`config.mk`:
```
export PLATFORM = sky130hd
export DESIGN_NAME = scp_queue
export DESIGN_NICKNAME = d
export VERILOG_FILES = /design/src/rtl/scp_pkg.sv /design/src/rtl/scp_queue.sv
export SDC_FILE = /design/constraint.sdc
export NUM_CORES = 1
export LEC_CHECK = 0
export ABC_AREA = 1
export BUFFER_PORTS_ARGS = -buffer_cell sky130_fd_sc_hd__buf_4
export CORE_MARGIN = 3
export CORE_UTILIZATION = 55
export CTS_BUF_LIST = sky130_fd_sc_hd__clkbuf_4
export DETAILED_ROUTE_END_ITERATION = 6
export GPL_TIMING_DRIVEN = 0
export PLACE_DENSITY = 0.87
export SLEW_MARGIN = 20
export SYNTH_ARGS = -nofsm -noshare
export SYNTH_HDL_FRONTEND = slang
export SYNTH_SLANG_ARGS = --single-unit
```
`constraint.sdc`:
```
create_clock -name i_clk -period 2.5 [get_ports i_clk]
set_input_delay 0.25 -clock i_clk [delete_from_list [all_inputs] [get_ports i_clk]]
set_output_delay 0.25 -clock i_clk [all_outputs]
set_load 0.01 [all_outputs]
```
`src/rtl/scp_pkg.sv`:
```
// ----------------------------------------------------------------------------
// scp_pkg
// shared types, widths and constants of the slider-crank position block
// ----------------------------------------------------------------------------
package scp_pkg;

    // defaults for the top level parameters
    localparam int ANGLE_BITS_DEF    = 16;
    localparam int CORDIC_STAGES_DEF = 16;

    // all coordinates are in units of 1/2^COORD_FRAC_BITS mm
    localparam int COORD_FRAC_BITS = 4;

    localparam int ATAN_LEN    = 24;
    localparam int CFG_IDX_W   = 3;
    localparam int CFG_DATA_W  = 20;
    localparam int RADIUS_W    = 16;
    localparam int ROD_W       = 16;
    localparam int ORG_W       = 20;
    localparam int DIR_W       = 16;
    localparam int OUT_W       = 24;
    localparam int CV_W        = 34;
    localparam int PIN_W       = 20;
    localparam int QUEUE_DEPTH = 4;

    localparam logic [RADIUS_W-1:0]     RADIUS_RST = 16'd800;
    localparam logic [ROD_W-1:0]        ROD_RST    = 16'd1120;
    localparam logic signed [ORG_W-1:0] ORG_X_RST  = 20'sd0;
    localparam logic signed [ORG_W-1:0] ORG_Y_RST  = 20'sd0;
    localparam logic signed [DIR_W-1:0] DIR_X_RST  = 16'sd0;
    localparam logic signed [DIR_W-1:0] DIR_Y_RST  = 16'sd20;

    // 0.60725293 in Q30, the start vector of the rotator
    localparam logic signed [CV_W-1:0] CORDIC_X0 = 34'sd652032874;

    // arctangent of 2^-i in units of 2^-32 turn
    localparam logic [31:0] ATAN_TAB [ATAN_LEN] = '{
        32'd536870912, 32'd316933405, 32'd167458907, 32'd85004756,
        32'd42667331,  32'd21354465,  32'd10679838,  32'd5340245,
        32'd2670163,   32'd1335086,   32'd667544,    32'd333772,
        32'd166886,    32'd83443,     32'd41721,     32'd20860,
        32'd10430,     32'd5215,      32'd2607,      32'd1303,
        32'd651,       32'd325,       32'd162,       32'd81
    };

    typedef enum logic [CFG_IDX_W-1:0] {
        CFG_RADIUS = 3'd0,
        CFG_ROD    = 3'd1,
        CFG_ORG_X  = 3'd2,
        CFG_ORG_Y  = 3'd3,
        CFG_DIR_X  = 3'd4,
        CFG_DIR_Y  = 3'd5
    } t_cfg_idx;

    typedef struct packed {
        logic [RADIUS_W-1:0]     radius;
        logic [ROD_W-1:0]        rod;
        logic signed [ORG_W-1:0] org_x;
        logic signed [ORG_W-1:0] org_y;
        logic signed [DIR_W-1:0] dir_x;
        logic signed [DIR_W-1:0] dir_y;
    } t_cfg;

    // crank pin request between front, queue and back
    typedef struct packed {
        logic                    valid;
        logic signed [PIN_W-1:0] cx;
        logic signed [PIN_W-1:0] cy;
    } t_pin_req;

endpackage

```
`src/rtl/scp_queue.sv`:
```
// ----------------------------------------------------------------------------
// scp_queue
// short fifo of crank pin requests between front and back
// ----------------------------------------------------------------------------
module scp_queue (
    input  logic              i_clk,
    input  logic              i_rst_n,
    input  scp_pkg::t_pin_req i_push,
    output scp_pkg::t_pin_req o_head,
    output logic              o_full
);
    localparam int DEPTH = scp_pkg::QUEUE_DEPTH;
    localparam int AW    = $clog2(DEPTH);
    localparam int CNT_W = $clog2(DEPTH + 1);

    logic signed [scp_pkg::PIN_W-1:0] r_cx [DEPTH];
    logic signed [scp_pkg::PIN_W-1:0] r_cy [DEPTH];
    logic [AW-1:0]    r_wr, r_rd;
    logic [CNT_W-1:0] r_count, n_count;
    logic             pop;

    // back end never stalls, so the head leaves as soon as it is there
    assign pop = (r_count != '0);

    always_comb begin
        n_count = r_count;
        if (i_push.valid && !pop) begin
            n_count = r_count + CNT_W'(1);
        end else if (!i_push.valid && pop) begin
            n_count = r_count - CNT_W'(1);
        end
    end

    always_ff @(posedge i_clk) begin
        if (!i_rst_n) begin
            r_wr    <= '0;
            r_rd    <= '0;
            r_count <= '0;
        end else begin
            r_count <= n_count;
            if (i_push.valid) begin
                r_wr <= (r_wr == AW'(DEPTH - 1)) ? '0 : r_wr + AW'(1);
            end
            if (pop) begin
                r_rd <= (r_rd == AW'(DEPTH - 1)) ? '0 : r_rd + AW'(1);
            end
        end
        if (i_push.valid) begin
            r_cx[r_wr] <= i_push.cx;
            r_cy[r_wr] <= i_push.cy;
        end
    end

    assign o_head.valid = pop;
    assign o_head.cx    = r_cx[r_rd];
    assign o_head.cy    = r_cy[r_rd];
    assign o_full       = (r_count == CNT_W'(DEPTH));

endmodule

```
Yosys cells after proc, flatten, opt, wreduce, memory -nomap -nowiden
Memory sizes are Yosys's and may differ from the RTL's. A register that Yosys moved wholly into a read port is not among the register bits.
Cells that the tools add are included.
{ "classes": {"addsub": 4, "multipliers": 0, "n_div": 0, "order_cmp": 0, "n_eq_ne": 3, "shifts": 0, "mux": 10, "n_bitwise": 0, "reduce_logical": 6} }
{ "op_table": {"columns": ["cell", "count"], "rows": [
  ["$mux W2", 6],
  ["$mux W3", 2],
  ["$add A2 B1 Y2 const B", 2],
  ["$eq A2 B2 Y1 const B", 2],
  ["$add A3 B1 Y3 const B", 1],
  ["$eq A3 B3 Y1 const B", 1],
  ["$reduce_bool A3 Y1", 1],
  ["$sub A3 B1 Y3 const B", 1],
  ["$logic_and A1 B1 Y1", 2],
  ["$logic_not A1 Y1", 2],
  ["$mux W1", 2],
  ["$reduce_bool A2 Y1", 1]
]} }
{ "totals": {"regBits": 7, "latchBits": 0, "ramBits": 160, "mem_bits_ro": 0, "inputBits": 43, "output_inout_bits": 42, "word_cells": 28, "n_memories": 2} }
{ "memory_table": {"columns": ["memory", "words", "word_bits", "rd", "rd_ports_with_merged_regs", "write_ports", "line_no", "rtl"], "rows": [
  ["r_cx", 4, 20, 1, 1, 1, "scp_queue.sv:16", "logic signed [scp_pkg::PIN_W-1:0] r_cx [DEPTH];"],
  ["r_cy", 4, 20, 1, 1, 1, "scp_queue.sv:17", "logic signed [scp_pkg::PIN_W-1:0] r_cy [DEPTH];"]
]} }

Longest topological paths before layout
Gate-level depths: netlist of the first run.
{ "depth": {"ltp_word": 4, "ltp_mapped": 10, "ltp_nobuf": 10} }

Worst setup path after synthesis of the first run
Ideal clock, no wire load.
{ "synth_timing": {"path_type": "register to register", "startpoint": "register r_wr[0]", "endpoint": "memory r_cx[2][0] (netlist bit) (enable)", "setup_ps": 395, "t_arrival_ps": 1374, "required_ps": 2105, "slack_ps": 731, "stages_incl_launch_ff": 5, "n_path_buf": 0, "period_less_slack_ps": 1769, "path_cell_list": "dfxtp_1 > inv_1 > ha_1 > nand2_1 > inv_1"} }
{ "synth_rtl": {"columns": ["element", "line_no", "rtl"], "rows": [
  ["start, declared", "scp_queue.sv:18", "logic [AW-1:0] r_wr, r_rd;"],
  ["start signal, assigned", "scp_queue.sv:42", "r_wr <= (r_wr == AW'(DEPTH - 1)) ? '0 : r_wr + AW'(1);"],
  ["end, declared", "scp_queue.sv:16", null]
]} }
No word-level cell before the write port.

==> results.ini, run 1 <==
[run_status]
status=finished, final reports clean

[pwr]
power_switching_mw=2.49
p_sw_share_pct=30.9
power.leakage_nw=3.03
p_int_mw=5.55
clock_power_share_pct=23.3
pwr-share-seq_pct=41.4
p_comb_share_pct=35.3
p_total_mw=8.04
p_per_area_nw_per_um2=980
vdd_ir_drop_max_uv=635

[clocking]
insertion_delay_ns=0.55
post_cts_buffers=0
htree_levels=4
tritoncts=done
cts_inserted_buffers=17
cts_max_path_buffers=2
clock_sinks=169
cts_root_buf=clkbuf_4
clkSlewWorstSetupHoldPaths_ns=0.14

[setup_path]
critPathMaxStageDelay_ns=0.38
cp_max_fo=10
crit_slowest_cell=dfxtp_1
crit_path_end_kind=primary output
critPathRequiredTime_ns=2.25
cp-start-kind=flop
worstPathArrival_ns=1.79
path_class=reg2out
cp.depth=5
worstPathCellList=inv_1, buf_2, o21ai_1, o22ai_1, buf_4
crit_buf_inv=3
r2r_cells=5
cp_top_family=buffers and inverters

[synth]
syn_nets=499
synth_cell_types=20
yosysWarnings=0
synth_top_area_cell=edfxtp_1
synth_top_area_share_pct=73.7
synthCells=450
yosysSeqAreaShare_pct=76.5
synthesis.area_um2=6510
ys_seq_elements=169
ys_top_cells_by_area=edfxtp_1 (74%), nor2_1 (5.0%), o22ai_1 (3.8%), o21ai_0 (3.5%), o21ai_1 (2.9%)
syn_area_per_cell_um2=14.5

[timing]
fin_crit_ns=2.04
period_share_pct=81.5
tns_ns=0
fmax_mhz=491
relSlewSlack_pct=62.0
fin_hold_ws_ns=0.0958
report.final.hold_viol_count=0
worstMarginPinSlew_ns=0.569
setup_viol=0
drv_slew=0
rsz0062_at_grt=false
fin_skew_ns=0.0213

[placed_design]
dp_hpwl_mm=8.22
gp_congestion=0.759
place_inst=681
portBuffers=84

[detailed_routing]
routedWlPerCell_um=18.6
drc=0
postRouteAntennaNets=0
viasPerCell=5.67
drtIter0Drc=347
drt_wl_total_mm=14.0
vias=4278
dr.pass1.iters=5

[layout]
area_growth_pct=25.8
fin_util_pct=71.2
fin_nets=647
instances_no_fill=754
antenna_cells=0
final_layout_size_suffix_gt1_share_pct=24.7

[min_path]
worstHoldPathType=in2reg
holdPathStages=3

[global_route]
grt_overflow_total=0
grt_pass1_vias=4452
antenna_found_initial=0
grt_pass1_wl_mm=21.6
grt_use_met3_pct=6.05
met2_usage_pct=36.7
met1_usage_pct=26.0
gr-usage-all-layers_pct=21.7
top_usage_layer=met2
grt_max_degree=24

[floorplan]
fp.dieH_um=115
die_x_um=115
row_count=39
core-area_um2=11500
start_util_pct=56.6
die_area_um2=13200
io_pins=85

[job]
drv_cap=0

cell usage after synthesis:
cell      count
edfxtp_1    160
nor2_1       87
o21ai_0      45
o22ai_1      40
o21ai_1      38
inv_1        15
nand2_1      14
dfxtp_1       9
buf_2         8
ha_1          6
buf_4         5
buf_6         5
buf_12        4
buf_8         4
a21oi_1       2
nand3_1       2
o211a_1       2
o21ai_2       2
inv_12        1
nand4_1       1
tightest hold or removal path, stage by stage:
cell and delay (ns):
buf_4 0.12, ha_1 0.17, a21oi_1 0.08
cell type report:
cell class / count / area, µm²
tap: 143 / 179
multi-input combinational: 239 / 1180
clock inverter: 11 / 203
inverter: 16 / 72.6
buffer: 26 / 274
sequential: 169 / 4980
fill: 726 / 3320
clock buffer: 21 / 158
timing repair buffer: 129 / 1140
power groups by stage:
stage / sequential [mW] / clock (mW) / combinational [mW]
6_report: 3.33 / 1.87 / 2.84
3_3_place_gp: 3.38 / 0 / 2.65
4_1_cts: 3.32 / 1.88 / 2.82
3_5_place_dp: 3.39 / 0 / 2.75
5_1_grt: 3.34 / 2.02 / 3.06
2_1_floorplan: 3.37 / 0 / 1.62
stage by stage:
stage               setup WS [ns]  cell area, µm²
floorplan                   0.731            6520
global placement            0.179            7320
detailed placement          0.850            7430
CTS                         0.439            8200
global route                0.296            8200
finish                      0.461            8200
kinds of logic (layout without fill, tap and decap cells):
family / after synthesis / after routing / synth area share (%)
adder cells (fa/ha/maj): 6 / 6 / 1.15
AND/OR/NAND/NOR: 104 / 104 / 6.07
AO/OA/AOI/OAI: 129 / 129 / 10.9
flip-flops: 169 / 169 / 76.5
buffers and inverters: 42 / 203 / 5.32
routing by layer:
metal / up-vias / share of wire (%) / routed length [µm]
met5: - / 0 / 0
met4: 0 / 2.1 / 297
met3: 31 / 6.9 / 971
met2: 188 / 52 / 7220
met1: 2086 / 39 / 5520
li1: 1973 / - / -
placed cells by master, fill, tap and decap left out, types with 2 or more instances in the layout:
master / Yosys / final
edfxtp_1: 160 / 160
buf_4: 5 / 89
nor2_1: 87 / 87
o21ai_0: 45 / 45
dlygate4sd3_1: 0 / 41
o22ai_1: 40 / 40
o21ai_1: 38 / 38
clkbuf_4: 0 / 21
nand2_1: 14 / 14
inv_1: 15 / 11
dfxtp_1: 9 / 9
buf_2: 8 / 8
ha_1: 6 / 6
bufinv_16: 0 / 6
buf_6: 5 / 5
buf_12: 4 / 5
buf_8: 4 / 4
inv_2: 0 / 4
clkinv_2: 0 / 3
buf_16: 0 / 3
o21ai_2: 2 / 2
a21oi_1: 2 / 2
o211a_1: 2 / 2
nand3_1: 2 / 2
clkinv_1: 0 / 2
state kept, by name, indices dropped and copies added (netlist names), named ones only:
name     cells
r_cy        80
r_count      3
r_wr         2
r_rd         2
r_cx        80
repair_timing:
item | in CTS | in global routing
hold endpoints to repair | 168 | 0
resized for setup | 0 | 0
hold buffers | 41 | 0
final timing paths:
| path | endpoint | startpoint | slack (ns) |
|---|---|---|---|
| hold / removal | r_count[0]$_SDFFE_PN0P_ | i_push[40] | 0.1 |
| hold reg to reg | flop | r_rd[1]$_SDFFE_PN0P_ | 0.57 |
| setup / recovery | o_head[39] | flop | 0.46 |
| setup reg to reg | r_cx[0][0]$_DFFE_PP_ | r_wr[0]$_SDFFE_PN0P_ | 0.84 |
Note: power is estimated with default switching activity, not from simulation.
==> inputs of run 2 (changes only) <==
--- a/config.mk
+++ b/config.mk
@@ -8,11 +8,11 @@
 export ABC_AREA = 1
 export BUFFER_PORTS_ARGS = -buffer_cell sky130_fd_sc_hd__buf_4
 export CORE_MARGIN = 3
-export CORE_UTILIZATION = 55
+export CORE_UTILIZATION = 54
 export CTS_BUF_LIST = sky130_fd_sc_hd__clkbuf_4
 export DETAILED_ROUTE_END_ITERATION = 6
 export GPL_TIMING_DRIVEN = 0
-export PLACE_DENSITY = 0.87
+export PLACE_DENSITY = 0.89
 export SLEW_MARGIN = 20
 export SYNTH_ARGS = -nofsm -noshare
 export SYNTH_HDL_FRONTEND = slang
==> constraint.sdc (replaced) <==
create_clock -name i_clk -period 1.8 [get_ports i_clk]
set_input_delay 0.18 -clock i_clk [delete_from_list [all_inputs] [get_ports i_clk]]
set_output_delay 0.18 -clock i_clk [all_outputs]
set_load 0.01 [all_outputs]
==> run 2 against run 1 <==
Compared with the run above:
- the flow now finishes with violations (negative setup slack)
- clock power up 22%
- final cell count up 0.66%
- first-iteration DRC count up 29%
- total power up 42%
- clock skew down 0.0085 ns
- via count up 1.5%
- combinational power up 59%
- design area up 3.9%
- worst setup slack worse by 0.50 ns
- register-to-register slack worse by 0.71 ns
- critical path type unchanged
- largest cell class unchanged
==> results.ini, run 2 (same netlist as run 1, synthesis figures left out) <==
[run_status]
status=finished with violations
violations=negative setup slack

[pwr]
power.leakage_nw=3.12
p_per_area_nw_per_um2=1340
vdd_ir_drop_max_uv=888

[setup_path]
cp-start-kind=flop
crit_path_end_kind=primary output
path_class=reg2out
critPathRequiredTime_ns=1.62
worstPathArrival_ns=1.66
cp_max_fo=10

[global_route]
antenna_found_initial=0
grt_pass1_wl_mm=22.0
gr-usage-all-layers_pct=21.9
grt_max_degree=22
grt_overflow_total=0
grt_pass1_vias=4451

[detailed_routing]
drtIter0Drc=446
vias=4341
postRouteAntennaNets=0
routedWlPerCell_um=19.4
drt_wl_total_mm=14.7
dr.pass1.iters=6
viasPerCell=5.72
drc=0

[floorplan]
die_area_um2=13400
core-area_um2=11600
row_count=39
io_pins=85
die_x_um=116
fp.dieH_um=116
start_util_pct=56.1

[timing]
relSlewSlack_pct=59.6
fin_crit_ns=1.84
worstMarginPinSlew_ns=0.605
rsz0062_at_grt=true
fmax_mhz=543
drv_slew=0
setup_viol=28
fin_skew_ns=0.0128
period_share_pct=102
worst_slack_ns=-0.0432
report.final.hold_viol_count=0

[clocking]
cts_max_path_buffers=2
clock_sinks=169
cts_inserted_buffers=17
tritoncts=done
htree_levels=4
clkSlewWorstSetupHoldPaths_ns=0.15
post_cts_buffers=0
cts_root_buf=clkbuf_4
insertion_delay_ns=0.52

[layout]
area_growth_pct=30.7
fin_nets=652
top_regs=r_cx: 80 flops, r_cy: 80 flops, r_count: 3 flops
antenna_cells=0
final_cell_mix=edfxtp_1 (160), buf_4 (91), nor2_1 (72)
layout_commonest_cell=edfxtp_1
final_layout_size_suffix_gt1_share_pct=32.8
fin_util_pct=73.3

[placed_design]
portBuffers=84
pre_cts_ws_ns=0.0865
dp_hpwl_mm=8.64
gp_congestion=0.748

[job]
drv_cap=0

[min_path]
worstHoldPathType=in2reg

==> run 2: metrics by stage <==
step	hold WS (ns)	area [µm²]	instances	setup TNS (ns)	power, mW
final	0.381	8520	759	-0.548	11.5
after global routing	0.318	8520	759	-4.97	12.0
after CTS	0.331	8230	756	-2.43	11.0
after detailed placement	0.382	7430	681	0	8.55
after global placement	0.379	7320	677	-81.97	8.38
after floorplan	0.279	6520	450	0	6.93
==> run 2: cell type report <==
type | count | area, µm²
repair inverters | 1 | 16.3
repair buffers | 133 | 1230
clock buffers | 18 | 135
fillers | 712 | 3100
flip-flops and latches | 169 | 4990
multi-input cells | 239 | 1380
plain buffers | 26 | 330
clock inverters | 14 | 171
inverters | 16 | 80.1
well taps | 143 | 179
==> run 2: critical path, cell delays in order (launching register included) <==
cell	delay (ns)
dfxtp_4	0.38
buf_12	0.15
inv_12	0.08
buf_8	0.15
o21ai_1	0.08
o22ai_1	0.16
buf_4	0.16
==> run 2: power breakdown <==
group	leakage (nW)	internal [mW]	switching, mW
Clock	0.159	0.988	1.30
Sequential	1.55	4.54	0.105
Combinational	1.42	2.11	2.41
Total	3.12	7.64	3.81
==> run 2: path summary, 6_finish.rpt <==
| kind | start | depth (start not counted) | endpoint | slack [ns] |
|---|---|---|---|---|
| worst max-delay path | flop | 6 | o_head[32] | -0.04 |
| worst min-delay path | i_push[21] | 2 | r_cx[3][1]$_DFFE_PP_ | 0.38 |
| worst max register to register | r_wr[0]$_SDFFE_PN0P_ | 4 | r_cy[3][16]$_DFFE_PP_ | 0.13 |
| worst min register to register | r_wr[1]$_SDFFE_PN0P_ | 2 | r_wr[1]$_SDFFE_PN0P_ | 0.57 |
==> run 2: repair_timing <==
action	CTS	global route
pin swaps	15	18
cloned	1	3
hold buffers	42	0
resized for setup	22	76
endpoints found under the hold margin	169	0
setup endpoints to repair	40	82
==> run 2: per-layer routing <==
| layer | vias to the layer above | wire length [µm] | GRT usage [%] |
|---|---|---|---|
| met5 | - | 0 | 0 |
| met4 | 0 | 140 | 8.28 |
| met3 | 19 | 852 | 4.96 |
| met2 | 188 | 7730 | 38.0 |
| met1 | 2153 | 5990 | 26.8 |
| li1 | 1981 | - | - |
